$ cat src/hw/rtl/polyline_stroke_extruder_assert.svh
// ----------------------------------------------------------------------------
// Assertion macros for the polyline stroke extruder
// Shared property wrappers used by the controller and the datapath.
// ----------------------------------------------------------------------------
`ifndef POLYLINE_STROKE_EXTRUDER_ASSERT_SVH
`define POLYLINE_STROKE_EXTRUDER_ASSERT_SVH

// same-cycle implication, checked out of reset
`define PSE_ASSERT_IMPL(lbl, clk, rstn, ante, cons, msg) \
    lbl: assert property (@(posedge clk) disable iff (!rstn) (ante) |-> (cons)) \
        else $error(msg);

// next-cycle implication, checked out of reset
`define PSE_ASSERT_NEXT(lbl, clk, rstn, ante, cons, msg) \
    lbl: assert property (@(posedge clk) disable iff (!rstn) (ante) |=> (cons)) \
        else $error(msg);

`endif

$ cat src/hw/rtl/pse_pkg.sv
// ----------------------------------------------------------------------------
// pse_pkg
// Types, codes and constants shared by the stroke extruder modules.
// ----------------------------------------------------------------------------
`default_nettype none

package pse_pkg;

    typedef enum logic [2:0] {
        ST_IDLE,
        ST_NORM,
        ST_SQUARE,
        ST_SUM,
        ST_ROOT,
        ST_SCALE,
        ST_EMIT
    } pse_state_t;

    localparam int ROOT_BITS       = 16;
    localparam int ROOT_IDX_W      = 4;
    localparam int NORM_LIMIT_BITS = 15;
    localparam int CFG_W           = 16;
    localparam int PHASE_W         = 16;
    localparam int HW_W            = 8;
    localparam int OUT_W           = 25;
    localparam int GREY_W          = 8;
    localparam int SQ_W            = 30;
    localparam int ACC_W           = 64;
    localparam int OFF_W           = 18;

    typedef struct packed {
        logic                  restart;
        logic                  load_first;
        logic                  load_flush;
        logic                  norm_shift;
        logic                  square;
        logic                  sum;
        logic                  root_step;
        logic [ROOT_IDX_W-1:0] bit_idx;
        logic                  scale;
        logic                  load_out;
    } pse_cmd_t;

    typedef struct packed {
        logic norm_done;
        logic out_free;
    } pse_status_t;

    // register indexes
    localparam logic [1:0] REG_HALF_WIDTH   = 2'd0;
    localparam logic [1:0] REG_PHASE_STEP_A = 2'd1;
    localparam logic [1:0] REG_PHASE_STEP_B = 2'd2;

    // points held on the current line
    localparam logic [1:0] PH_NONE = 2'd0;
    localparam logic [1:0] PH_ONE  = 2'd1;
    localparam logic [1:0] PH_MORE = 2'd2;

    localparam logic [HW_W-1:0]    HALF_WIDTH_RST   = 8'd10;
    localparam logic [PHASE_W-1:0] PHASE_STEP_A_RST = 16'd1043;
    localparam logic [PHASE_W-1:0] PHASE_STEP_B_RST = 16'd1460;

    localparam longint unsigned Q30_ONE     = 64'd1073741824;
    localparam longint unsigned PI_Q30      = 64'd3373259426;
    localparam longint unsigned TWO_PI_Q30  = 64'd6746518852;
    localparam longint unsigned HALF_PI_Q30 = 64'd1686629713;
    localparam longint unsigned GREY_MID    = 64'd127;
    localparam longint unsigned GREY_MAX    = 64'd254;

    localparam longint unsigned TAYLOR_DEN [8] = '{
        64'd6, 64'd20, 64'd42, 64'd72, 64'd110, 64'd156, 64'd210, 64'd272
    };

    // Q30 sine on 0..pi/2, Taylor series
    function automatic longint unsigned sine_q30(input longint unsigned x);
        longint unsigned x2;
        longint unsigned term;
        longint unsigned acc;
        x2   = (x * x) >> 30;
        term = x;
        acc  = x;
        for (int n = 1; n <= 8; n++) begin
            term = (term * x2) >> 30;
            term = term / TAYLOR_DEN[n-1];
            if ((n % 2) == 1) begin
                acc = (acc >= term) ? acc - term : 64'd0;
            end else begin
                acc = acc + term;
            end
        end
        return acc;
    endfunction

    // grey level for an angle in Q30 radians over 0..2pi
    function automatic logic [GREY_W-1:0] grey_entry(input longint unsigned th_in);
        longint unsigned th;
        longint unsigned mag;
        longint unsigned total;
        longint unsigned g;
        logic            neg;
        th  = th_in;
        neg = 1'b0;
        if (th > PI_Q30) begin
            th  = th - PI_Q30;
            neg = 1'b1;
        end
        if (th > HALF_PI_Q30) begin
            th = (th <= PI_Q30) ? PI_Q30 - th : 64'd0;
        end
        mag = sine_q30(th);
        if (mag > Q30_ONE) begin
            mag = Q30_ONE;
        end
        if (neg) begin
            total = GREY_MID * Q30_ONE - GREY_MID * mag;
        end else begin
            total = GREY_MID * Q30_ONE + GREY_MID * mag;
        end
        g = total >> 30;
        if (g > GREY_MAX) begin
            g = GREY_MAX;
        end
        return g[GREY_W-1:0];
    endfunction

endpackage

`default_nettype wire

$ cat src/hw/rtl/pse_datapath.sv
// ----------------------------------------------------------------------------
// pse_datapath
// Point history, normal computation (shift, square, bit-serial root, scale),
// grey lookup and the result register.
// ----------------------------------------------------------------------------
`default_nettype none

`include "polyline_stroke_extruder_assert.svh"

module pse_datapath #(
    parameter int COORD_BITS       = 16,
    parameter int SINE_TABLE_DEPTH = 256
) (
    input  wire logic                              aclk,
    input  wire logic                              aresetn,
    input  wire pse_pkg::pse_cmd_t                 cmd,
    output pse_pkg::pse_status_t                   status,
    input  wire logic                              cfg_wr_en,
    input  wire logic [1:0]                        cfg_index,
    input  wire logic [pse_pkg::CFG_W-1:0]         cfg_wdata,
    input  wire logic signed [COORD_BITS-1:0]      in_x,
    input  wire logic signed [COORD_BITS-1:0]      in_y,
    input  wire logic [pse_pkg::PHASE_W-1:0]       in_base_a,
    input  wire logic [pse_pkg::PHASE_W-1:0]       in_base_b,
    output logic                                   m_tvalid,
    input  wire logic                              m_tready,
    output logic [pse_pkg::OUT_W-1:0]              out_left_x,
    output logic [pse_pkg::OUT_W-1:0]              out_left_y,
    output logic [pse_pkg::OUT_W-1:0]              out_right_x,
    output logic [pse_pkg::OUT_W-1:0]              out_right_y,
    output logic [pse_pkg::GREY_W-1:0]             out_grey_left,
    output logic [pse_pkg::GREY_W-1:0]             out_grey_right,
    output logic                                   out_end
);
    import pse_pkg::*;

    localparam int DW = COORD_BITS + 1;
    localparam int IW = $clog2(SINE_TABLE_DEPTH);
    localparam int PW = PHASE_W + IW + 1;
    localparam int WW = 34;
    localparam int PROD_W = HW_W + ROOT_BITS + 1;

    // configuration
    logic [HW_W-1:0]    half_width_reg;
    logic [PHASE_W-1:0] step_a_reg, step_b_reg;

    // line history
    logic signed [COORD_BITS-1:0] earlier_x_reg, earlier_y_reg, held_x_reg, held_y_reg;
    logic [PHASE_W-1:0]           acc_a_reg, acc_b_reg;

    // working set for one strip step
    logic signed [COORD_BITS-1:0] p_x_reg, p_y_reg;
    logic [DW-1:0]                mag_x_reg, mag_y_reg;
    logic                         neg_ox_reg, neg_oy_reg;
    logic [PHASE_W-1:0]           ga_reg, gb_reg;
    logic                         end_reg;
    logic [SQ_W-1:0]              sa_reg, sb_reg;
    logic                         szero_reg;
    logic [ACC_W-1:0]             b_reg, ax_reg, ay_reg, q2x_reg, q2y_reg;
    logic [ROOT_BITS-1:0]         qx_reg, qy_reg;
    logic [OFF_W-1:0]             offx_reg, offy_reg;
    logic                         out_valid_reg;

    logic signed [DW-1:0] dx_next, dy_next;
    logic [NORM_LIMIT_BITS-1:0] ah, bh;
    logic [SQ_W:0]        s_sum;
    logic [ACC_W-1:0]     rhs_x, rhs_y, cand_x, cand_y, b_dbl;
    logic                 take_x, take_y;
    logic [ROOT_BITS-1:0] bit_mask;
    logic [PROD_W-1:0]    prod_x, prod_y;
    logic signed [WW-1:0] cx, cy, ox, oy, lx, ly, rx, ry;
    logic [PW-1:0]        pa, pb;
    logic [GREY_W-1:0]    grey_rom [SINE_TABLE_DEPTH];
    logic                 out_free;

    // grey table, one constant entry per phase step
    for (genvar k = 0; k < SINE_TABLE_DEPTH; k++) begin : g_rom
        localparam longint unsigned TH = (longint'(k) * TWO_PI_Q30) / SINE_TABLE_DEPTH;
        assign grey_rom[k] = grey_entry(TH);
    end

    // difference next - previous; a flush uses the held point as next
    always_comb begin
        if (cmd.load_flush) begin
            dx_next = {held_x_reg[COORD_BITS-1], held_x_reg}
                    - {earlier_x_reg[COORD_BITS-1], earlier_x_reg};
            dy_next = {held_y_reg[COORD_BITS-1], held_y_reg}
                    - {earlier_y_reg[COORD_BITS-1], earlier_y_reg};
        end else begin
            dx_next = {in_x[COORD_BITS-1], in_x}
                    - {earlier_x_reg[COORD_BITS-1], earlier_x_reg};
            dy_next = {in_y[COORD_BITS-1], in_y}
                    - {earlier_y_reg[COORD_BITS-1], earlier_y_reg};
        end
    end

    assign ah     = NORM_LIMIT_BITS'(mag_x_reg);
    assign bh     = NORM_LIMIT_BITS'(mag_y_reg);
    assign s_sum  = {1'b0, sa_reg} + {1'b0, sb_reg};
    // x offset follows |dy|, y offset follows |dx|
    assign rhs_x  = ACC_W'(sb_reg) << 30;
    assign rhs_y  = ACC_W'(sa_reg) << 30;
    assign b_dbl  = b_reg << 1;
    assign cand_x = q2x_reg + ax_reg + b_reg;
    assign cand_y = q2y_reg + ay_reg + b_reg;
    assign take_x = cand_x <= rhs_x;
    assign take_y = cand_y <= rhs_y;
    assign bit_mask = ROOT_BITS'(1) << cmd.bit_idx;
    assign prod_x = PROD_W'(half_width_reg) * PROD_W'(qx_reg) + PROD_W'(64);
    assign prod_y = PROD_W'(half_width_reg) * PROD_W'(qy_reg) + PROD_W'(64);

    always_comb begin
        cx = {{(WW-COORD_BITS){p_x_reg[COORD_BITS-1]}}, p_x_reg} <<< 8;
        cy = {{(WW-COORD_BITS){p_y_reg[COORD_BITS-1]}}, p_y_reg} <<< 8;
        ox = neg_ox_reg ? -$signed(WW'(offx_reg)) : $signed(WW'(offx_reg));
        oy = neg_oy_reg ? -$signed(WW'(offy_reg)) : $signed(WW'(offy_reg));
        lx = cx - ox;
        ly = cy - oy;
        rx = cx + ox;
        ry = cy + oy;
    end

    assign pa = PW'(ga_reg) * PW'(SINE_TABLE_DEPTH);
    assign pb = PW'(gb_reg) * PW'(SINE_TABLE_DEPTH);

    assign out_free         = !out_valid_reg || m_tready;
    assign status.out_free  = out_free;
    assign status.norm_done = ((mag_x_reg >> NORM_LIMIT_BITS) == '0)
                           && ((mag_y_reg >> NORM_LIMIT_BITS) == '0);

    always_ff @(posedge aclk) begin
        if (!aresetn) begin
            half_width_reg <= HALF_WIDTH_RST;
            step_a_reg     <= PHASE_STEP_A_RST;
            step_b_reg     <= PHASE_STEP_B_RST;
            earlier_x_reg  <= '0;
            earlier_y_reg  <= '0;
            held_x_reg     <= '0;
            held_y_reg     <= '0;
            acc_a_reg      <= '0;
            acc_b_reg      <= '0;
            out_valid_reg  <= 1'b0;
        end else begin
            if (cfg_wr_en) begin
                case (cfg_index)
                    REG_HALF_WIDTH:   half_width_reg <= cfg_wdata[HW_W-1:0];
                    REG_PHASE_STEP_A: step_a_reg     <= cfg_wdata[PHASE_W-1:0];
                    REG_PHASE_STEP_B: step_b_reg     <= cfg_wdata[PHASE_W-1:0];
                    default: ;
                endcase
            end
            if (cmd.restart) begin
                acc_a_reg     <= in_base_a;
                acc_b_reg     <= in_base_b;
                held_x_reg    <= in_x;
                held_y_reg    <= in_y;
                earlier_x_reg <= in_x;
                earlier_y_reg <= in_y;
            end else if (cmd.load_first) begin
                acc_a_reg     <= acc_a_reg + step_a_reg;
                acc_b_reg     <= acc_b_reg + step_b_reg;
                earlier_x_reg <= held_x_reg;
                earlier_y_reg <= held_y_reg;
                held_x_reg    <= in_x;
                held_y_reg    <= in_y;
            end
            if (cmd.load_out) begin
                out_valid_reg <= 1'b1;
            end else if (m_tready) begin
                out_valid_reg <= 1'b0;
            end
        end
    end

    always_ff @(posedge aclk) begin
        if (cmd.load_first || cmd.load_flush) begin
            p_x_reg    <= held_x_reg;
            p_y_reg    <= held_y_reg;
            ga_reg     <= acc_a_reg;
            gb_reg     <= acc_b_reg;
            end_reg    <= cmd.load_flush;
            mag_x_reg  <= dx_next[DW-1] ? -dx_next : dx_next;
            mag_y_reg  <= dy_next[DW-1] ? -dy_next : dy_next;
            neg_ox_reg <= !dy_next[DW-1] && (dy_next != '0);
            neg_oy_reg <= dx_next[DW-1];
        end
        if (cmd.norm_shift) begin
            mag_x_reg <= mag_x_reg >> 1;
            mag_y_reg <= mag_y_reg >> 1;
        end
        if (cmd.square) begin
            sa_reg <= ah * ah;
            sb_reg <= bh * bh;
        end
        if (cmd.sum) begin
            szero_reg <= (s_sum == '0);
            b_reg     <= ACC_W'(s_sum) << 30;
            ax_reg    <= '0;
            ay_reg    <= '0;
            q2x_reg   <= '0;
            q2y_reg   <= '0;
            qx_reg    <= '0;
            qy_reg    <= '0;
        end
        // one root bit per step, partial products kept pre-shifted
        if (cmd.root_step) begin
            b_reg <= b_reg >> 2;
            if (take_x) begin
                q2x_reg <= cand_x;
                ax_reg  <= (ax_reg + b_dbl) >> 1;
                qx_reg  <= qx_reg | bit_mask;
            end else begin
                ax_reg <= ax_reg >> 1;
            end
            if (take_y) begin
                q2y_reg <= cand_y;
                ay_reg  <= (ay_reg + b_dbl) >> 1;
                qy_reg  <= qy_reg | bit_mask;
            end else begin
                ay_reg <= ay_reg >> 1;
            end
        end
        if (cmd.scale) begin
            offx_reg <= szero_reg ? '0 : OFF_W'(prod_x >> 7);
            offy_reg <= szero_reg ? '0 : OFF_W'(prod_y >> 7);
        end
        if (cmd.load_out) begin
            out_left_x     <= lx[OUT_W-1:0];
            out_left_y     <= ly[OUT_W-1:0];
            out_right_x    <= rx[OUT_W-1:0];
            out_right_y    <= ry[OUT_W-1:0];
            out_grey_left  <= grey_rom[pa[PHASE_W +: IW]];
            out_grey_right <= grey_rom[pb[PHASE_W +: IW]];
            out_end        <= end_reg;
        end
    end

    assign m_tvalid = out_valid_reg;

    `PSE_ASSERT_IMPL(a_load_only_when_free, aclk, aresetn, cmd.load_out, out_free, "result overwritten")
    `PSE_ASSERT_IMPL(a_single_capture, aclk, aresetn, cmd.load_first, !cmd.load_flush && !cmd.restart, "two captures at once")
    `PSE_ASSERT_NEXT(a_result_held, aclk, aresetn, m_tvalid && !m_tready, m_tvalid, "result dropped while stalled")

endmodule

`default_nettype wire

$ cat src/hw/rtl/pse_controller.sv
// ----------------------------------------------------------------------------
// pse_controller
// Sequencer: line bookkeeping and the per-step command schedule.
// ----------------------------------------------------------------------------
`default_nettype none

`include "polyline_stroke_extruder_assert.svh"

module pse_controller (
    input  wire logic                 aclk,
    input  wire logic                 aresetn,
    input  wire logic                 s_tvalid,
    output logic                      s_tready,
    input  wire logic                 in_start,
    input  wire logic                 in_end,
    input  wire pse_pkg::pse_status_t status,
    output pse_pkg::pse_cmd_t         cmd
);
    import pse_pkg::*;

    pse_state_t            state_reg, state_next;
    logic [ROOT_IDX_W-1:0] bit_reg;
    logic [1:0]            ph_reg;
    logic                  flush_reg;
    logic                  accept;

    assign accept = s_tvalid && s_tready;

    always_ff @(posedge aclk) begin
        if (!aresetn) begin
            state_reg <= ST_IDLE;
            bit_reg   <= '0;
            ph_reg    <= PH_NONE;
            flush_reg <= 1'b0;
        end else begin
            state_reg <= state_next;
            if (cmd.restart) begin
                ph_reg <= in_end ? PH_NONE : PH_ONE;
            end else if (cmd.load_first) begin
                ph_reg    <= in_end ? PH_NONE : PH_MORE;
                flush_reg <= in_end;
            end else if (cmd.load_flush) begin
                flush_reg <= 1'b0;
            end
            if (cmd.sum) begin
                bit_reg <= ROOT_IDX_W'(ROOT_BITS - 1);
            end else if (cmd.root_step) begin
                bit_reg <= bit_reg - 1'b1;
            end
        end
    end

    always_comb begin
        state_next  = state_reg;
        cmd         = '0;
        cmd.bit_idx = bit_reg;
        s_tready    = 1'b0;
        case (state_reg)
            ST_IDLE: begin
                s_tready = 1'b1;
                if (s_tvalid) begin
                    if (in_start || ph_reg == PH_NONE) begin
                        cmd.restart = 1'b1;
                    end else begin
                        cmd.load_first = 1'b1;
                        state_next     = ST_NORM;
                    end
                end
            end
            ST_NORM: begin
                if (status.norm_done) begin
                    state_next = ST_SQUARE;
                end else begin
                    cmd.norm_shift = 1'b1;
                end
            end
            ST_SQUARE: begin
                cmd.square = 1'b1;
                state_next = ST_SUM;
            end
            ST_SUM: begin
                cmd.sum    = 1'b1;
                state_next = ST_ROOT;
            end
            ST_ROOT: begin
                cmd.root_step = 1'b1;
                if (bit_reg == '0) begin
                    state_next = ST_SCALE;
                end
            end
            ST_SCALE: begin
                cmd.scale  = 1'b1;
                state_next = ST_EMIT;
            end
            ST_EMIT: begin
                if (status.out_free) begin
                    cmd.load_out = 1'b1;
                    if (flush_reg) begin
                        cmd.load_flush = 1'b1;
                        state_next     = ST_NORM;
                    end else begin
                        state_next = ST_IDLE;
                    end
                end
            end
            default: state_next = ST_IDLE;
        endcase
    end

    `PSE_ASSERT_NEXT(a_first_point_held, aclk, aresetn, accept && (in_start || ph_reg == PH_NONE) && !in_end, ph_reg == PH_ONE, "first point not held")
    `PSE_ASSERT_NEXT(a_root_ends, aclk, aresetn, state_reg == ST_ROOT && bit_reg == '0, state_reg == ST_SCALE, "root did not finish")
    `PSE_ASSERT_IMPL(a_ready_only_idle, aclk, aresetn, s_tready, state_reg == ST_IDLE, "ready outside idle")

endmodule

`default_nettype wire

$ cat src/hw/rtl/polyline_stroke_extruder.sv
// ----------------------------------------------------------------------------
// polyline_stroke_extruder
// Turns polyline points into triangle-strip steps with per-vertex grey.
// ----------------------------------------------------------------------------
//  channel  | dir | tdata (low bit up)                        | side bits
//  s_       | in  | x_coord, y_coord, base_phase_a/b, pad     | tuser=start, tlast=end
//  m_       | out | left_x, left_y, right_x, right_y, greys   | tlast=end_of_strip
//  cfg_     | in  | index 0 half_width, 1 step_a, 2 step_b     | write only
//
//  A point that opens a line only loads the point and base phases. Any other point
//  runs a strip step built around the 16-step bit-serial square root; a point
//  ending a line runs two steps back to back.
//  Reset is synchronous, active low; no clearing pass.
//  A stalled m_ side holds the finished item; the next step waits only at load.
// ----------------------------------------------------------------------------
`default_nettype none

module polyline_stroke_extruder #(
    parameter int COORD_BITS       = 16,
    parameter int SINE_TABLE_DEPTH = 256,
    localparam int S_DATA_W = ((2 * COORD_BITS + 32 + 7) / 8) * 8,
    localparam int M_DATA_W = 120
) (
    input  wire logic                      aclk,
    input  wire logic                      aresetn,
    input  wire logic                      s_tvalid,
    output logic                           s_tready,
    // x_coord, y_coord, base_phase_a, base_phase_b, zero pad
    input  wire logic [S_DATA_W-1:0]       s_tdata,
    // start_of_line
    input  wire logic                      s_tuser,
    input  wire logic                      s_tlast,
    output logic                           m_tvalid,
    input  wire logic                      m_tready,
    // left_x, left_y, right_x, right_y, grey_left, grey_right, zero pad
    output logic [M_DATA_W-1:0]            m_tdata,
    output logic                           m_tlast,
    input  wire logic                      cfg_wr_en,
    input  wire logic [1:0]                cfg_index,
    input  wire logic [pse_pkg::CFG_W-1:0] cfg_wdata
);
    import pse_pkg::*;

    localparam int PAD_W = M_DATA_W - 4 * OUT_W - 2 * GREY_W;

    pse_cmd_t    cmd;
    pse_status_t status;

    logic signed [COORD_BITS-1:0] in_x, in_y;
    logic [PHASE_W-1:0]           in_base_a, in_base_b;
    logic [OUT_W-1:0]             lx, ly, rx, ry;
    logic [GREY_W-1:0]            gl, gr;

    assign in_x      = s_tdata[COORD_BITS-1:0];
    assign in_y      = s_tdata[2*COORD_BITS-1:COORD_BITS];
    assign in_base_a = s_tdata[2*COORD_BITS +: PHASE_W];
    assign in_base_b = s_tdata[2*COORD_BITS+PHASE_W +: PHASE_W];

    pse_controller u_ctrl (
        .aclk     (aclk),
        .aresetn  (aresetn),
        .s_tvalid (s_tvalid),
        .s_tready (s_tready),
        .in_start (s_tuser),
        .in_end   (s_tlast),
        .status   (status),
        .cmd      (cmd)
    );

    pse_datapath #(
        .COORD_BITS       (COORD_BITS),
        .SINE_TABLE_DEPTH (SINE_TABLE_DEPTH)
    ) u_dp (
        .aclk           (aclk),
        .aresetn        (aresetn),
        .cmd            (cmd),
        .status         (status),
        .cfg_wr_en      (cfg_wr_en),
        .cfg_index      (cfg_index),
        .cfg_wdata      (cfg_wdata),
        .in_x           (in_x),
        .in_y           (in_y),
        .in_base_a      (in_base_a),
        .in_base_b      (in_base_b),
        .m_tvalid       (m_tvalid),
        .m_tready       (m_tready),
        .out_left_x     (lx),
        .out_left_y     (ly),
        .out_right_x    (rx),
        .out_right_y    (ry),
        .out_grey_left  (gl),
        .out_grey_right (gr),
        .out_end        (m_tlast)
    );

    assign m_tdata = {{PAD_W{1'b0}}, gr, gl, ry, rx, ly, lx};

endmodule

`default_nettype wire

$ cat config.mk
export PLATFORM = sky130hd
export DESIGN_NAME = polyline_stroke_extruder
export DESIGN_NICKNAME = d
export VERILOG_FILES = /design/src/hw/rtl/pse_pkg.sv /design/src/hw/rtl/pse_datapath.sv /design/src/hw/rtl/pse_controller.sv /design/src/hw/rtl/polyline_stroke_extruder.sv
export VERILOG_INCLUDE_DIRS = /design/src /design/src/hw/rtl
export SDC_FILE = /design/constraint.sdc
export NUM_CORES = 2
export LEC_CHECK = 0
export BUFFER_PORTS_ARGS = -buffer_cell sky130_fd_sc_hd__buf_2
export CORE_ASPECT_RATIO = 0.75
export CORE_MARGIN = 2
export CORE_UTILIZATION = 45
export DETAILED_ROUTE_END_ITERATION = 10
export GPL_ROUTABILITY_DRIVEN = 1
export GPL_TIMING_DRIVEN = 0
export PLACE_DENSITY = 0.72
export SLEW_MARGIN = 20
export SYNTH_ARGS = -nofsm -noshare
export SYNTH_HDL_FRONTEND = slang
export SYNTH_SLANG_ARGS = --single-unit
$ cat constraint.sdc
create_clock -name aclk -period 41.8 [get_ports aclk]
set_clock_uncertainty 0.05 [all_clocks]
set_input_delay 4.18 -clock aclk [delete_from_list [all_inputs] [get_ports aclk]]
set_output_delay 4.18 -clock aclk [all_outputs]
set_load 0.005 [all_outputs]
==> out/qor.yml <==
worst_slew_pin_slew_ns: 1.210
wire_per_inst_um: 21.69
max-cap-violations: 0
max_freq_mhz: 89.31
grt-busiest-layer: "met1"
netlist_instances: 8651
post-route-cell-area_um2: 86030
synth_common_cells: "inv_1, nand2_1, ha_1"
slew_viol_final: 0
area_growth_syn_to_layout_pct: 9.355
clk_pin_slew_ns: 0.06
cp_common_cell: "o21ai_0"
vias: 66829
netlist_area_um2: 78670
grt_overflow: 0
arrival_ns: 11.74
ys_ff_latch: 789
end_kind: "flop"
grt_max_degree: 47
min_period_ns: 11.20
worstHoldStart: "u_dp.end_reg"
slew_headroom_pct: 19.30
r2r_cells: 29
synth_top_cell_by_area: "edfxtp_1"
grt_pass1_vias: 64495
start_util_pct: 45.45
drive_above_1_share_pct: 5.980
ant_nets: 0
critPathSlowestCell: "nor2_1"
min_path_type: "flop to flop"
synth_compound_area_share_pct: 16.12
synthFlopType: "edfxtp_1"
cts_tree: "built"
yosysTopAreaCellShare_pct: 18.32
dieWidth_um: 486.8
grt_util_met2_pct: 38.45
post_cts_buffers: 0
rsz0062_at_grt: "false"
synth_area_leaders: "edfxtp_1, fa_1, ha_1"
hold_viol: 0
die_h_um: 366.1
setup_violations: 0
muxShareOfSynthArea_pct: 3.297
r2r_setup_slack_ns: 30.60
nets: 10431
clk-insertion-delay-late_ns: 0.76
drc: 0
period_share_pct: 26.79
use_met3_pct: 6.665
synth_top_family_by_area: "adder cells"
cts_max_level: 3
cts-buffers-inserted: 93
ctsLongestPathBuffers: 3
portBuffers: 207
placed_area_um2: 82920
synth_edf_count: 480
grt_use_total_pct: 27.01
required_ns: 42.34
path_max_fanout: 10
synthSimpleGateAreaFrac_pct: 15.35
cts_resized: 0
clock_sinks: 789
coreArea_um2: 173100
routed_wl_um: 246200
synth_cell_types: 89
grt_use_met1_pct: 40.30
status: "finished clean"
reg2reg_from: "u_dp.b_reg[1]"
critPathKind: "flop to flop"
fin_setup_tns_ns: 0
antenna_found_initial: 11
place.gp.congestion: 1.028
drt_pre_antenna_iters: 9
cts_root_buf: "clkbuf_16"
pin_count: 212
peakVddDrop_mv: 0.08628
yosys.area_share.adder_pct: 27.12
vias_per_cell: 5.887
cp-start-kind: "flop"
synth-warning-count: 0
die-area_um2: 178200
crit_start: "u_dp.b_reg[1]"
postCtsHoldBufs: 0
first_iter_violations: 7481
cp_slowest_stage_delay_ns: 0.86
seq_area_frac_synth_pct: 26.18
avgSynthCellArea_um2: 9.094
holdPathStages: 0
synthXorXnorAreaFrac_pct: 5.667
n_fill_cell: 16081
hold_end: "u_dp.out_end"
hpwlAfterDp_um: 197500
synthArstFlopShare_pct: 0
r2r_end: "u_dp.ax_reg[62]"
row_count: 132
synth.most_common_cell: "inv_1"
power_density_nw_per_um2: 40.73
grt_pass1_wl_um: 378500
leakage_nw: 38.80
worst max-delay path by stage:
stage	endpoint	slack, ns	cells past startpoint
6_report	u_dp.ax_reg[62]	30.60	29
5_1_grt	u_dp.ax_reg[62]	30.47	29
4_1_cts	u_dp.ax_reg[62]	31.16	29
3_5_place_dp	u_dp.ax_reg[62]	31.26	29
3_3_place_gp	u_dp.mag_x_reg[15]	18.04	22
2_1_floorplan	u_dp.mag_y_reg[15]	24.06	20
cells in the final DEF, fill, tap and decap left out, drive strengths merged, types with 81 or more instances in the layout:
cell type,netlist,final
a21boi,86,86
a21o,255,255
a21oi,531,531
and2,327,327
and3,96,96
buf,60,294
clkbuf,333,457
dfxtp,309,309
edfxtp,480,480
fa,577,577
ha,782,782
inv,897,908
mux2i,171,171
nand2,872,872
nand2b,81,81
nand3,188,188
nor2,570,570
nor2b,84,84
nor3,108,108
o21ai,352,352
o21bai,101,101
xnor2,357,357
xor2,152,152
worst max-delay path: cells and delay by family (launching register included):
kind            cells  cell delay, ns
compound gates     13            4.47
simple gates       10            3.59
fa+ha+maj           4            1.50
buf+inv             1            0.69
flops               1            0.57
xor+xnor            1            0.15
metal layers:
layer  routed length, um  part of all wire [%]  vias to the layer above
met5                 157                 0.064                        -
met1              111800                    45                    32664
met4                6697                   2.7                        6
li1                    -                     -                    30553
met2              100800                    41                     3188
met3               26680                    11                      418
power by group:
| group | internal [mW] | switching, mW |
|---|---|---|
| clock network | 0.475 | 0.371 |
| logic | 0.730 | 0.976 |
| registers | 0.930 | 0.0219 |
| total | 2.13 | 1.37 |
logic make-up (layout without fill, tap and decap cells):
| kind of cell | count (synthesis) | count (layout) |
|---|---|---|
| other | 1 | 13 |
| muxes | 239 | 239 |
| AOI/OAI and AO/OA | 1917 | 1917 |
| buffers and inverters | 1292 | 1702 |
| DFF | 789 | 789 |
| and+or+nand+nor | 2545 | 2545 |
| adders and majority gates | 1359 | 1359 |
| xor gates and xnor gates | 509 | 509 |
layout make-up:
cell class	count	area, um2	share of cell area, %
well taps	2278	2850	3.313
clock buffers	124	2577	2.996
diodes	9	22.52	0.02618
plain buffers	393	1553	1.805
inverters	899	3377	3.925
flip-flops and latches	789	20600	23.94
multi-input cells	6573	53210	61.85
repair buffers	234	1340	1.558
clock inverters	52	505.5	0.5876
per-stage QoR:
stage	power (mW)	utilization, %	hold WS [ns]	setup WS, ns	cells
finish	3.504	49.71	0.3988	30.60	11351
global route	3.780	49.70	0.4015	30.47	11346
CTS	3.512	49.69	0.4010	31.16	11342
detailed placement	2.657	47.91	0.3916	31.26	11166
global placement	2.609	47.70	0.4004	18.04	11139
floorplan	2.267	-	0.3503	24.06	8654
No activity file was read; power rests on OpenSTA's default activity.
